File: config.mk
export PLATFORM = sky130hd
export DESIGN_NAME = up_down_run_statistics_flat
export DESIGN_NICKNAME = d
export VERILOG_FILES = /design/src/sv/udrs_pkg.sv /design/src/sv/udrs_if.sv /design/src/sv/udrs_queue.sv /design/src/sv/udrs_front.sv /design/src/sv/udrs_back.sv /design/src/sv/up_down_run_statistics.sv /design/src/flat_wrapper.sv
export VERILOG_INCLUDE_DIRS = /design/src /design/src/sv
export SDC_FILE = /design/constraint.sdc
export NUM_CORES = 1
export LEC_CHECK = 0
export ABC_AREA = 1
export BUFFER_PORTS_ARGS = -buffer_cell sky130_fd_sc_hd__buf_4
export CAP_MARGIN = 20
export CORE_UTILIZATION = 40
export CTS_CLUSTER_DIAMETER = 50
export DETAILED_ROUTE_END_ITERATION = 16
export GPL_TIMING_DRIVEN = 0
export PLACE_DENSITY = 0.67
export SLEW_MARGIN = 20
export SYNTH_ARGS = -nofsm -noshare
export SYNTH_HDL_FRONTEND = slang
export SYNTH_SLANG_ARGS = --single-unit
File: constraint.sdc
create_clock -name clk -period 6.7 [get_ports clk]
set_clock_uncertainty 0.05 [all_clocks]
set_input_delay 1.005 -clock clk [delete_from_list [all_inputs] [get_ports clk]]
set_output_delay 1.005 -clock clk [all_outputs]
set_load 0.03 [all_outputs]
File: src/sv/assert_macros.svh
// assertion macros shared by the run statistics rtl
// needs clk and rst_n in the module that uses them
`ifndef ASSERT_MACROS_SVH
`define ASSERT_MACROS_SVH

`ifndef SYNTHESIS
// checked while out of reset
`define UDRS_ASSERT(label, prop, msg) \
    label: assert property (@(posedge clk) disable iff (!rst_n) prop) else $error(msg);
// checked at every edge, reset included
`define UDRS_ASSERT_ALWAYS(label, prop, msg) \
    label: assert property (@(posedge clk) prop) else $error(msg);
`else
`define UDRS_ASSERT(label, prop, msg)
`define UDRS_ASSERT_ALWAYS(label, prop, msg)
`endif

`endif

File: src/sv/udrs_pkg.sv
// shared types and constants of the up/down run statistics block
// no dependencies
package udrs_pkg;

    // work codes passed from the front to the back
    typedef enum logic [2:0] {
        OP_START = 3'd0,
        OP_RISE  = 3'd1,
        OP_FALL  = 3'd2,
        OP_LEVEL = 3'd3,
        OP_CLOSE = 3'd4
    } op_t;

    // trend of the open sequence
    typedef enum logic [1:0] {
        PHASE_LEVEL = 2'd0,
        PHASE_RISE  = 2'd1,
        PHASE_FALL  = 2'd2
    } phase_t;

    localparam int QUEUE_DEPTH = 2;
    localparam int QUEUE_PTR_BITS = $clog2(QUEUE_DEPTH);
    localparam int QUEUE_CNT_BITS = $clog2(QUEUE_DEPTH + 1);

endpackage

File: src/sv/udrs_if.sv
// valid/ready channel interfaces for samples and statistics
// no dependencies
interface udrs_in_if #(
    parameter int SAMPLE_BITS = 16
);
    logic                   valid;
    logic                   ready;
    logic [SAMPLE_BITS-1:0] sample;
    logic                   end_marker;

    modport source (output valid, output sample, output end_marker, input ready);
    modport sink   (input valid, input sample, input end_marker, output ready);
endinterface

interface udrs_out_if #(
    parameter int COUNT_BITS = 16
);
    logic                  valid;
    logic                  ready;
    logic [COUNT_BITS-1:0] value_count;
    logic [COUNT_BITS-1:0] up_runs;
    logic [COUNT_BITS-1:0] up_length_sum;
    logic [COUNT_BITS-1:0] down_runs;
    logic [COUNT_BITS-1:0] down_length_sum;

    modport source (output valid, output value_count, output up_runs, output up_length_sum,
                    output down_runs, output down_length_sum, input ready);
    modport sink   (input valid, input value_count, input up_runs, input up_length_sum,
                    input down_runs, input down_length_sum, output ready);
endinterface

File: src/sv/udrs_queue.sv
// two-entry work queue between front and back
// depends on udrs_pkg
`include "assert_macros.svh"

module udrs_queue (
    input  logic           clk,
    input  logic           rst_n,
    input  logic           push_valid,
    input  udrs_pkg::op_t  push_op,
    output logic           push_ready,
    output logic           op_valid,
    output udrs_pkg::op_t  op,
    input  logic           pop
);

    udrs_pkg::op_t                          entry_reg [udrs_pkg::QUEUE_DEPTH];
    logic [udrs_pkg::QUEUE_PTR_BITS-1:0]    wr_ptr_reg, wr_ptr_next;
    logic [udrs_pkg::QUEUE_PTR_BITS-1:0]    rd_ptr_reg, rd_ptr_next;
    logic [udrs_pkg::QUEUE_CNT_BITS-1:0]    count_reg, count_next;
    logic                                   push;

    localparam logic [udrs_pkg::QUEUE_PTR_BITS-1:0] LAST_PTR =
        udrs_pkg::QUEUE_PTR_BITS'(udrs_pkg::QUEUE_DEPTH - 1);
    localparam logic [udrs_pkg::QUEUE_CNT_BITS-1:0] FULL_COUNT =
        udrs_pkg::QUEUE_CNT_BITS'(udrs_pkg::QUEUE_DEPTH);

    assign push_ready = (count_reg != FULL_COUNT);
    assign push       = push_valid && push_ready;
    assign op_valid   = (count_reg != '0);
    assign op         = entry_reg[rd_ptr_reg];

    always_comb
    begin
        wr_ptr_next = wr_ptr_reg;
        rd_ptr_next = rd_ptr_reg;
        count_next  = count_reg;
        if (push)
        begin
            wr_ptr_next = (wr_ptr_reg == LAST_PTR) ? '0 : wr_ptr_reg + 1'b1;
        end
        if (pop)
        begin
            rd_ptr_next = (rd_ptr_reg == LAST_PTR) ? '0 : rd_ptr_reg + 1'b1;
        end
        if (push && !pop)
        begin
            count_next = count_reg + 1'b1;
        end
        else if (pop && !push)
        begin
            count_next = count_reg - 1'b1;
        end
    end

    always_ff @(posedge clk or negedge rst_n)
    begin
        if (!rst_n)
        begin
            wr_ptr_reg <= '0;
            rd_ptr_reg <= '0;
            count_reg  <= '0;
        end
        else
        begin
            wr_ptr_reg <= wr_ptr_next;
            rd_ptr_reg <= rd_ptr_next;
            count_reg  <= count_next;
        end
    end

    always_ff @(posedge clk)
    begin
        if (push)
        begin
            entry_reg[wr_ptr_reg] <= push_op;
        end
    end

    `UDRS_ASSERT(a_no_pop_empty, pop |-> op_valid, "queue popped while empty")
    `UDRS_ASSERT(a_count_bound, count_reg <= FULL_COUNT, "queue fill count out of range")

endmodule

File: src/sv/udrs_front.sv
// front end: accepts samples, tracks sequence framing, classifies each step
// depends on udrs_pkg and udrs_in_if
`include "assert_macros.svh"

module udrs_front #(
    parameter int SAMPLE_BITS = 16
) (
    input  logic           clk,
    input  logic           rst_n,
    udrs_in_if.sink        samples,
    output logic           push_valid,
    output udrs_pkg::op_t  push_op,
    input  logic           push_ready
);

    logic [SAMPLE_BITS-1:0] prev_reg, prev_next;
    logic                   open_reg, open_next;
    logic                   accept;

    assign samples.ready = push_ready;
    assign accept        = samples.valid && push_ready;

    always_comb
    begin
        push_valid = 1'b0;
        push_op    = udrs_pkg::OP_LEVEL;
        prev_next  = prev_reg;
        open_next  = open_reg;
        if (accept)
        begin
            if (samples.end_marker)
            begin
                // stray marker with nothing open is dropped
                push_valid = open_reg;
                push_op    = udrs_pkg::OP_CLOSE;
                open_next  = 1'b0;
            end
            else if (!open_reg)
            begin
                push_valid = 1'b1;
                push_op    = udrs_pkg::OP_START;
                open_next  = 1'b1;
                prev_next  = samples.sample;
            end
            else
            begin
                push_valid = 1'b1;
                prev_next  = samples.sample;
                if (samples.sample > prev_reg)
                begin
                    push_op = udrs_pkg::OP_RISE;
                end
                else if (samples.sample < prev_reg)
                begin
                    push_op = udrs_pkg::OP_FALL;
                end
                else
                begin
                    push_op = udrs_pkg::OP_LEVEL;
                end
            end
        end
    end

    always_ff @(posedge clk or negedge rst_n)
    begin
        if (!rst_n)
        begin
            open_reg <= 1'b0;
        end
        else
        begin
            open_reg <= open_next;
        end
    end

    always_ff @(posedge clk)
    begin
        prev_reg <= prev_next;
    end

    `UDRS_ASSERT(a_close_shuts, (accept && samples.end_marker) |=> !open_reg, "sequence still open after end marker")
    `UDRS_ASSERT(a_sample_opens, (accept && !samples.end_marker) |=> open_reg, "sequence not open after sample")

endmodule

File: src/sv/udrs_back.sv
// back end: run tracking, saturating totals and the result register
// depends on udrs_pkg and udrs_out_if
`include "assert_macros.svh"

module udrs_back #(
    parameter int COUNT_BITS = 16
) (
    input  logic           clk,
    input  logic           rst_n,
    input  logic           op_valid,
    input  udrs_pkg::op_t  op,
    output logic           pop,
    udrs_out_if.source     stats
);

    typedef logic [COUNT_BITS-1:0] cnt_t;

    udrs_pkg::phase_t phase_reg, phase_next;
    cnt_t level_reg, level_next;
    cnt_t run_reg, run_next;
    cnt_t count_reg, count_next;
    cnt_t rruns_reg, rruns_next;
    cnt_t rsum_reg, rsum_next;
    cnt_t fruns_reg, fruns_next;
    cnt_t fsum_reg, fsum_next;
    logic out_valid_reg, out_valid_next;
    cnt_t o_count_reg, o_rruns_reg, o_rsum_reg, o_fruns_reg, o_fsum_reg;
    cnt_t close_rruns, close_rsum, close_fruns, close_fsum;
    logic do_close;

    function automatic cnt_t sat_inc(input cnt_t a);
        sat_inc = (a == '1) ? a : a + 1'b1;
    endfunction

    function automatic cnt_t sat_add(input cnt_t a, input cnt_t b);
        logic [COUNT_BITS:0] s;
        s = {1'b0, a} + {1'b0, b};
        sat_add = s[COUNT_BITS] ? '1 : s[COUNT_BITS-1:0];
    endfunction

    // a close needs the result register free or draining this cycle
    assign pop = op_valid &&
                 ((op != udrs_pkg::OP_CLOSE) || !out_valid_reg || stats.ready);
    assign do_close = pop && (op == udrs_pkg::OP_CLOSE);

    // next trend phase
    always_comb
    begin
        phase_next = phase_reg;
        if (pop)
        begin
            unique case (op)
                udrs_pkg::OP_RISE:  phase_next = udrs_pkg::PHASE_RISE;
                udrs_pkg::OP_FALL:  phase_next = udrs_pkg::PHASE_FALL;
                udrs_pkg::OP_LEVEL: phase_next = phase_reg;
                default:            phase_next = udrs_pkg::PHASE_LEVEL;
            endcase
        end
    end

    // totals as they stand once the open run is closed
    always_comb
    begin
        close_rruns = rruns_reg;
        close_rsum  = rsum_reg;
        close_fruns = fruns_reg;
        close_fsum  = fsum_reg;
        if (phase_reg == udrs_pkg::PHASE_RISE)
        begin
            close_rruns = sat_inc(rruns_reg);
            close_rsum  = sat_add(rsum_reg, run_reg);
        end
        else if (phase_reg == udrs_pkg::PHASE_FALL)
        begin
            close_fruns = sat_inc(fruns_reg);
            close_fsum  = sat_add(fsum_reg, run_reg);
        end
    end

    // counters and totals
    always_comb
    begin
        level_next = level_reg;
        run_next   = run_reg;
        count_next = count_reg;
        rruns_next = rruns_reg;
        rsum_next  = rsum_reg;
        fruns_next = fruns_reg;
        fsum_next  = fsum_reg;
        if (pop)
        begin
            unique case (op)
                udrs_pkg::OP_START:
                begin
                    level_next = '0;
                    run_next   = '0;
                    count_next = COUNT_BITS'(1);
                    rruns_next = '0;
                    rsum_next  = '0;
                    fruns_next = '0;
                    fsum_next  = '0;
                end
                udrs_pkg::OP_RISE:
                begin
                    count_next = sat_inc(count_reg);
                    unique case (phase_reg)
                        udrs_pkg::PHASE_RISE: run_next = sat_inc(run_reg);
                        udrs_pkg::PHASE_FALL:
                        begin
                            fruns_next = close_fruns;
                            fsum_next  = close_fsum;
                            run_next   = COUNT_BITS'(1);
                        end
                        default:
                        begin
                            // leading level steps join the first run
                            run_next   = sat_inc(level_reg);
                            level_next = '0;
                        end
                    endcase
                end
                udrs_pkg::OP_FALL:
                begin
                    count_next = sat_inc(count_reg);
                    unique case (phase_reg)
                        udrs_pkg::PHASE_FALL: run_next = sat_inc(run_reg);
                        udrs_pkg::PHASE_RISE:
                        begin
                            rruns_next = close_rruns;
                            rsum_next  = close_rsum;
                            run_next   = COUNT_BITS'(1);
                        end
                        default:
                        begin
                            run_next   = sat_inc(level_reg);
                            level_next = '0;
                        end
                    endcase
                end
                udrs_pkg::OP_LEVEL:
                begin
                    count_next = sat_inc(count_reg);
                    if (phase_reg == udrs_pkg::PHASE_RISE || phase_reg == udrs_pkg::PHASE_FALL)
                    begin
                        run_next = sat_inc(run_reg);
                    end
                    else
                    begin
                        level_next = sat_inc(level_reg);
                    end
                end
                default:
                begin
                    // close: everything back to the idle values
                    level_next = '0;
                    run_next   = '0;
                    count_next = '0;
                    rruns_next = '0;
                    rsum_next  = '0;
                    fruns_next = '0;
                    fsum_next  = '0;
                end
            endcase
        end
    end

    // result register handshake
    always_comb
    begin
        out_valid_next = out_valid_reg;
        if (do_close)
        begin
            out_valid_next = 1'b1;
        end
        else if (stats.ready)
        begin
            out_valid_next = 1'b0;
        end
    end

    always_ff @(posedge clk or negedge rst_n)
    begin
        if (!rst_n)
        begin
            phase_reg     <= udrs_pkg::PHASE_LEVEL;
            level_reg     <= '0;
            run_reg       <= '0;
            count_reg     <= '0;
            rruns_reg     <= '0;
            rsum_reg      <= '0;
            fruns_reg     <= '0;
            fsum_reg      <= '0;
            out_valid_reg <= 1'b0;
        end
        else
        begin
            phase_reg     <= phase_next;
            level_reg     <= level_next;
            run_reg       <= run_next;
            count_reg     <= count_next;
            rruns_reg     <= rruns_next;
            rsum_reg      <= rsum_next;
            fruns_reg     <= fruns_next;
            fsum_reg      <= fsum_next;
            out_valid_reg <= out_valid_next;
        end
    end

    always_ff @(posedge clk)
    begin
        if (do_close)
        begin
            o_count_reg <= count_reg;
            o_rruns_reg <= close_rruns;
            o_rsum_reg  <= close_rsum;
            o_fruns_reg <= close_fruns;
            o_fsum_reg  <= close_fsum;
        end
    end

    assign stats.valid           = out_valid_reg;
    assign stats.value_count     = o_count_reg;
    assign stats.up_runs         = o_rruns_reg;
    assign stats.up_length_sum   = o_rsum_reg;
    assign stats.down_runs       = o_fruns_reg;
    assign stats.down_length_sum = o_fsum_reg;

    `UDRS_ASSERT(a_close_clears, do_close |=> (phase_reg == udrs_pkg::PHASE_LEVEL && count_reg == '0), "state not cleared after close")
    `UDRS_ASSERT(a_close_shows, do_close |=> out_valid_reg, "close gave no result")
    `UDRS_ASSERT(a_level_only_level, (phase_reg != udrs_pkg::PHASE_LEVEL) |-> (level_reg == '0), "level steps left after a direction appeared")

endmodule

File: src/sv/up_down_run_statistics.sv
// up/down run statistics: an end marker passes the queue register, and its close in the back sets the result valid
// throughput one item per cycle unless the queue fills; the front takes an item every cycle the queue has room
// a result waiting at the output stalls only a following end marker in the back
// reset is asynchronous active low: no sequence open, queue empty, no result pending
// depends on udrs_pkg, udrs_if, udrs_front, udrs_queue, udrs_back
module up_down_run_statistics #(
    parameter int SAMPLE_BITS = 16,
    parameter int COUNT_BITS  = 16
) (
    input  logic        clk,
    input  logic        rst_n,
    udrs_in_if.sink     samples,
    udrs_out_if.source  stats
);

    // front to queue
    logic           push_valid;
    logic           push_ready;
    udrs_pkg::op_t  push_op;

    // queue to back
    logic           op_valid;
    logic           pop;
    udrs_pkg::op_t  op;

    // front: framing and compare against the previous sample
    udrs_front #(
        .SAMPLE_BITS (SAMPLE_BITS)
    ) u_front (
        .clk        (clk),
        .rst_n      (rst_n),
        .samples    (samples),
        .push_valid (push_valid),
        .push_op    (push_op),
        .push_ready (push_ready)
    );

    // short queue so the front keeps taking items while the back waits on the output
    udrs_queue u_queue (
        .clk        (clk),
        .rst_n      (rst_n),
        .push_valid (push_valid),
        .push_op    (push_op),
        .push_ready (push_ready),
        .op_valid   (op_valid),
        .op         (op),
        .pop        (pop)
    );

    // back: run lengths, saturating totals, result register
    udrs_back #(
        .COUNT_BITS (COUNT_BITS)
    ) u_back (
        .clk      (clk),
        .rst_n    (rst_n),
        .op_valid (op_valid),
        .op       (op),
        .pop      (pop),
        .stats    (stats)
    );

endmodule
File: src/flat_wrapper.sv
// flat-port wrapper written by rule: the top's interface ports become plain ports
module up_down_run_statistics_flat 
#(
    parameter int SAMPLE_BITS = 16,
    parameter int COUNT_BITS  = 16
)
  (clk, rst_n, samples_valid, samples_sample, samples_end_marker, samples_ready, stats_valid, stats_value_count, stats_up_runs, stats_up_length_sum, stats_down_runs, stats_down_length_sum, stats_ready);
  udrs_in_if #(.SAMPLE_BITS(SAMPLE_BITS)) samples_i ();
  udrs_out_if #(.COUNT_BITS(COUNT_BITS)) stats_i ();
  input  logic clk;
  input  logic rst_n;
  input wire logic [$bits(samples_i.valid)-1:0] samples_valid;
  input wire logic [$bits(samples_i.sample)-1:0] samples_sample;
  input wire logic [$bits(samples_i.end_marker)-1:0] samples_end_marker;
  output wire logic [$bits(samples_i.ready)-1:0] samples_ready;
  output wire logic [$bits(stats_i.valid)-1:0] stats_valid;
  output wire logic [$bits(stats_i.value_count)-1:0] stats_value_count;
  output wire logic [$bits(stats_i.up_runs)-1:0] stats_up_runs;
  output wire logic [$bits(stats_i.up_length_sum)-1:0] stats_up_length_sum;
  output wire logic [$bits(stats_i.down_runs)-1:0] stats_down_runs;
  output wire logic [$bits(stats_i.down_length_sum)-1:0] stats_down_length_sum;
  input wire logic [$bits(stats_i.ready)-1:0] stats_ready;
  assign samples_i.valid = samples_valid;
  assign samples_i.sample = samples_sample;
  assign samples_i.end_marker = samples_end_marker;
  assign samples_ready = samples_i.ready;
  assign stats_valid = stats_i.valid;
  assign stats_value_count = stats_i.value_count;
  assign stats_up_runs = stats_i.up_runs;
  assign stats_up_length_sum = stats_i.up_length_sum;
  assign stats_down_runs = stats_i.down_runs;
  assign stats_down_length_sum = stats_i.down_length_sum;
  assign stats_i.ready = stats_ready;
  up_down_run_statistics #(.SAMPLE_BITS(SAMPLE_BITS), .COUNT_BITS(COUNT_BITS)) u_core (.clk(clk), .rst_n(rst_n), .samples(samples_i), .stats(stats_i));
endmodule
==> impl_metrics.env <==
export IMPL_synth_area_sq_um=13300
export IMPL_grt_total_usage_pct=19.0
export IMPL_vias=11200
export IMPL_synth_warnings=0
export IMPL_tritoncts="built"
export IMPL_p_leak_nw=7.76
export IMPL_wl_per_cell_microns=13.6
export IMPL_cp_num_buf_inv=6
export IMPL_final_nets=1908
export IMPL_layout_setup_ws_ps=3830
export IMPL_place_ws_ps=3870
export IMPL_finalSetupViolations=0
export IMPL_critPathCaptureType="flop"
export IMPL_powerDensity_nw_per_um2=370
export IMPL_ctsRootBufferMaster="clkbuf_16"
export IMPL_ant_nets=0
export IMPL_synth_xor_area_share_pct=3.43
export IMPL_cp_slowest_cell="inv_1"
export IMPL_cts_buffers_inserted=34
export IMPL_tightest_slew_ps=784
export IMPL_grt_pass1_wl_microns=52000
export IMPL_seqPwrFrac_pct=32.1
export IMPL_relSlewSlack_pct=47.7
export IMPL_place_port_buffers=102
export IMPL_core_sq_um=32600
export IMPL_critical_path_most_common_cell="inv_1"
export IMPL_critPathArrivalTime_ps=3210
export IMPL_cts_resized=0
export IMPL_finalMaxSlewViolations=0
export IMPL_place_congestion=0.892
export IMPL_core_rowCount=66
export IMPL_comb_power_share_pct=37.5
export IMPL_grt_setup_unrepaired="false"
export IMPL_synthAdderAreaFrac_pct=5.58
export IMPL_grt_overflow_total=0
export IMPL_required_ps=7040
export IMPL_ys_ff_latch=222
export IMPL_dieArea_sq_um=33900
export IMPL_ir_drop_mv=0.205
export IMPL_syn_to_final_growth_pct=19.4
export IMPL_grt_pass1_vias=10800
export IMPL_synth_top_family_by_area="simple AND/OR/NAND/NOR gates"
export IMPL_final_common_cell="nand2_1"
export IMPL_path_clk_slew_ps=60
export IMPL_place_hpwl_microns=23200
export IMPL_detail_route_first_pass_iterations=5
export IMPL_ys_seq_area_share_pct=45.7
export IMPL_synth_area_per_cell_sq_um=7.87
export IMPL_die_x_microns=184
export IMPL_crit_path_start_kind="flop"
export IMPL_switching_power_w=0.00232
export IMPL_path_cells="inv_1 > ha_1 > inv_1 > nand2_1 > inv_1 > clkbuf_1 > clkbuf_1 > o21ai_0 > inv_1"
export IMPL_die_y_microns=184
export IMPL_critical_path_top_delay_family="buffers and inverters"
export IMPL_p_int_w=0.00354
export IMPL_fin_crit_ps=2870
export IMPL_ios=103
export IMPL_yosys_area_share_simple_pct=30.3
export IMPL_diodes=0
export IMPL_clk_latency_ps=520
export IMPL_final_cell_mix="593 x nand2_1, 205 x inv_1, 121 x nand3_1, 120 x dfrtp_1, 115 x nor2_1"
export IMPL_finalCritPeriodShare_pct=42.8
export IMPL_fmaxAchievable_mhz=349
export IMPL_power_share_clock_pct=30.4
export IMPL_start_util_pct=40.7
export IMPL_status="finished clean"
export IMPL_cts_sinks=222
export IMPL_cts_buffer_depth=3
export IMPL_hold_violations=0
export IMPL_drcViolationCount=0
export IMPL_ys_flop_type="dfrtp_1"
export IMPL_slowest_delay_ps=440
export IMPL_drt_iter0_markers=673
export IMPL_yosysUniqueCellTypes=43
export IMPL_ctsHoldBuffers=0
export IMPL_htreeDepth=2
export IMPL_antenna_found_initial=0
export IMPL_synth_cells=1687
export IMPL_cp_max_fo=10
export IMPL_wl_microns=31300
export IMPL_fin_util_pct=48.6
export IMPL_syn_num_nets=1766
export IMPL_async_flop_share_pct=54.1
export IMPL_synth_compound_area_share_pct=7.18
export IMPL_drv_cap=0
export IMPL_crit_type="reg -> reg"
export IMPL_layout_drive_gt1_share_pct=14.5
export IMPL_grt_max_degree=67
export IMPL_postCtsSetupBuffers=0
export IMPL_synth_mux_area_share_pct=0
export IMPL_hp_class="in -> async"
export IMPL_p_sw_share_pct=39.6
export IMPL_synth_edf_count=102
export IMPL_via_per_inst=4.88
## worst paths after layout
path                                                               from                                                to  slack (ps)  cells after the start
worst max-delay path             u_core.u_back.phase_reg[1]$_DFFE_PN0P_  u_core.u_back.stats.down_length_sum[1]$_DFFE_PP_        3830                      9
worst min register to register  u_core.u_queue.count_reg[0]$_DFFE_PN0P_           u_core.u_queue.count_reg[0]$_DFFE_PN0P_         420                      1
worst max register to register   u_core.u_back.phase_reg[1]$_DFFE_PN0P_  u_core.u_back.stats.down_length_sum[1]$_DFFE_PP_        3830                      9
min in group clk                u_core.u_queue.count_reg[0]$_DFFE_PN0P_           u_core.u_queue.count_reg[0]$_DFFE_PN0P_         420                      1
max in group asynchronous                                         rst_n           u_core.u_back.level_reg[12]$_DFFE_PN0P_        5530                      2
worst min-delay path                                              rst_n            u_core.u_back.rruns_reg[4]$_DFFE_PN0P_         360                      1
## cell type report
cell class	count	area (sq um)
plain buffers	32	219
clock buffers	40	925
clock inverters	22	229
fillers	3145	16800
inverters	216	818
multi-input cells	1217	6190
flip-flops and latches	222	6070
well taps	442	553
repair buffers	106	861
## power by group through the flow
stage / logic (W) / clock network (W) / registers [W]
after global routing: 0.00245 / 0.00188 / 0.00191
after detailed placement: 0.00222 / 0 / 0.00190
after global placement: 0.00214 / 0 / 0.00193
after CTS: 0.00222 / 0.00183 / 0.00188
after floorplan: 0.00130 / 0 / 0.00212
final: 0.00220 / 0.00178 / 0.00188
## cells in the mapped netlist, types with 4 or more instances
library cell    n  area (sq um)
nor3_1         25           125
o211ai_1        6          45.0
dfrtp_1       120          3000
xor2_1         31           272
nor3b_1         4          30.0
a21oi_1        42           210
xnor2_1        21           184
buf_4           7          52.6
o21ai_2        19           166
buf_6           8          90.1
inv_2           8          30.0
clkbuf_1        7          26.3
nand4_1        27           169
edfxtp_1      102          3060
o21ai_1         8          40.0
nand3_1       121           606
or2_2          28           175
o21bai_1        4          30.0
a21boi_0        9          67.6
buf_2          10          50.1
nor2_1        117           439
nand3b_1       12          90.1
inv_1         205           769
ha_1           56           701
nand2_2         5          31.3
nand2_1       593          2230
o21ai_0        62           310
## metal layers
| layer | wire length, microns | GRT usage [%] |
|---|---|---|
| met5 | 0 | 0 |
| met4 | 884 | 7.53 |
| met3 | 1640 | 3.40 |
| met2 | 15000 | 32.6 |
| met1 | 13800 | 23.7 |
## kinds of logic after synthesis
family | Yosys count
adder cells (fa/ha/maj) | 58
flip-flops | 222
AND/OR/NAND/NOR | 947
XOR/XNOR | 52
buffers and inverters | 248
AO/OA/AOI/OAI | 160
## per-stage QoR
stage	cells	instance area [sq um]	power (W)	hold WS (ps)	setup TNS, ps
after floorplan	1687	13300	0.00342	375	0
after global placement	2231	14600	0.00407	388	-15440
after detailed placement	2235	14700	0.00412	407	0
after CTS	2297	15900	0.00594	360	0
after global routing	2297	15900	0.00624	380	0
final	2297	15900	0.00586	356	0
Power figures use the tool's default switching activity.
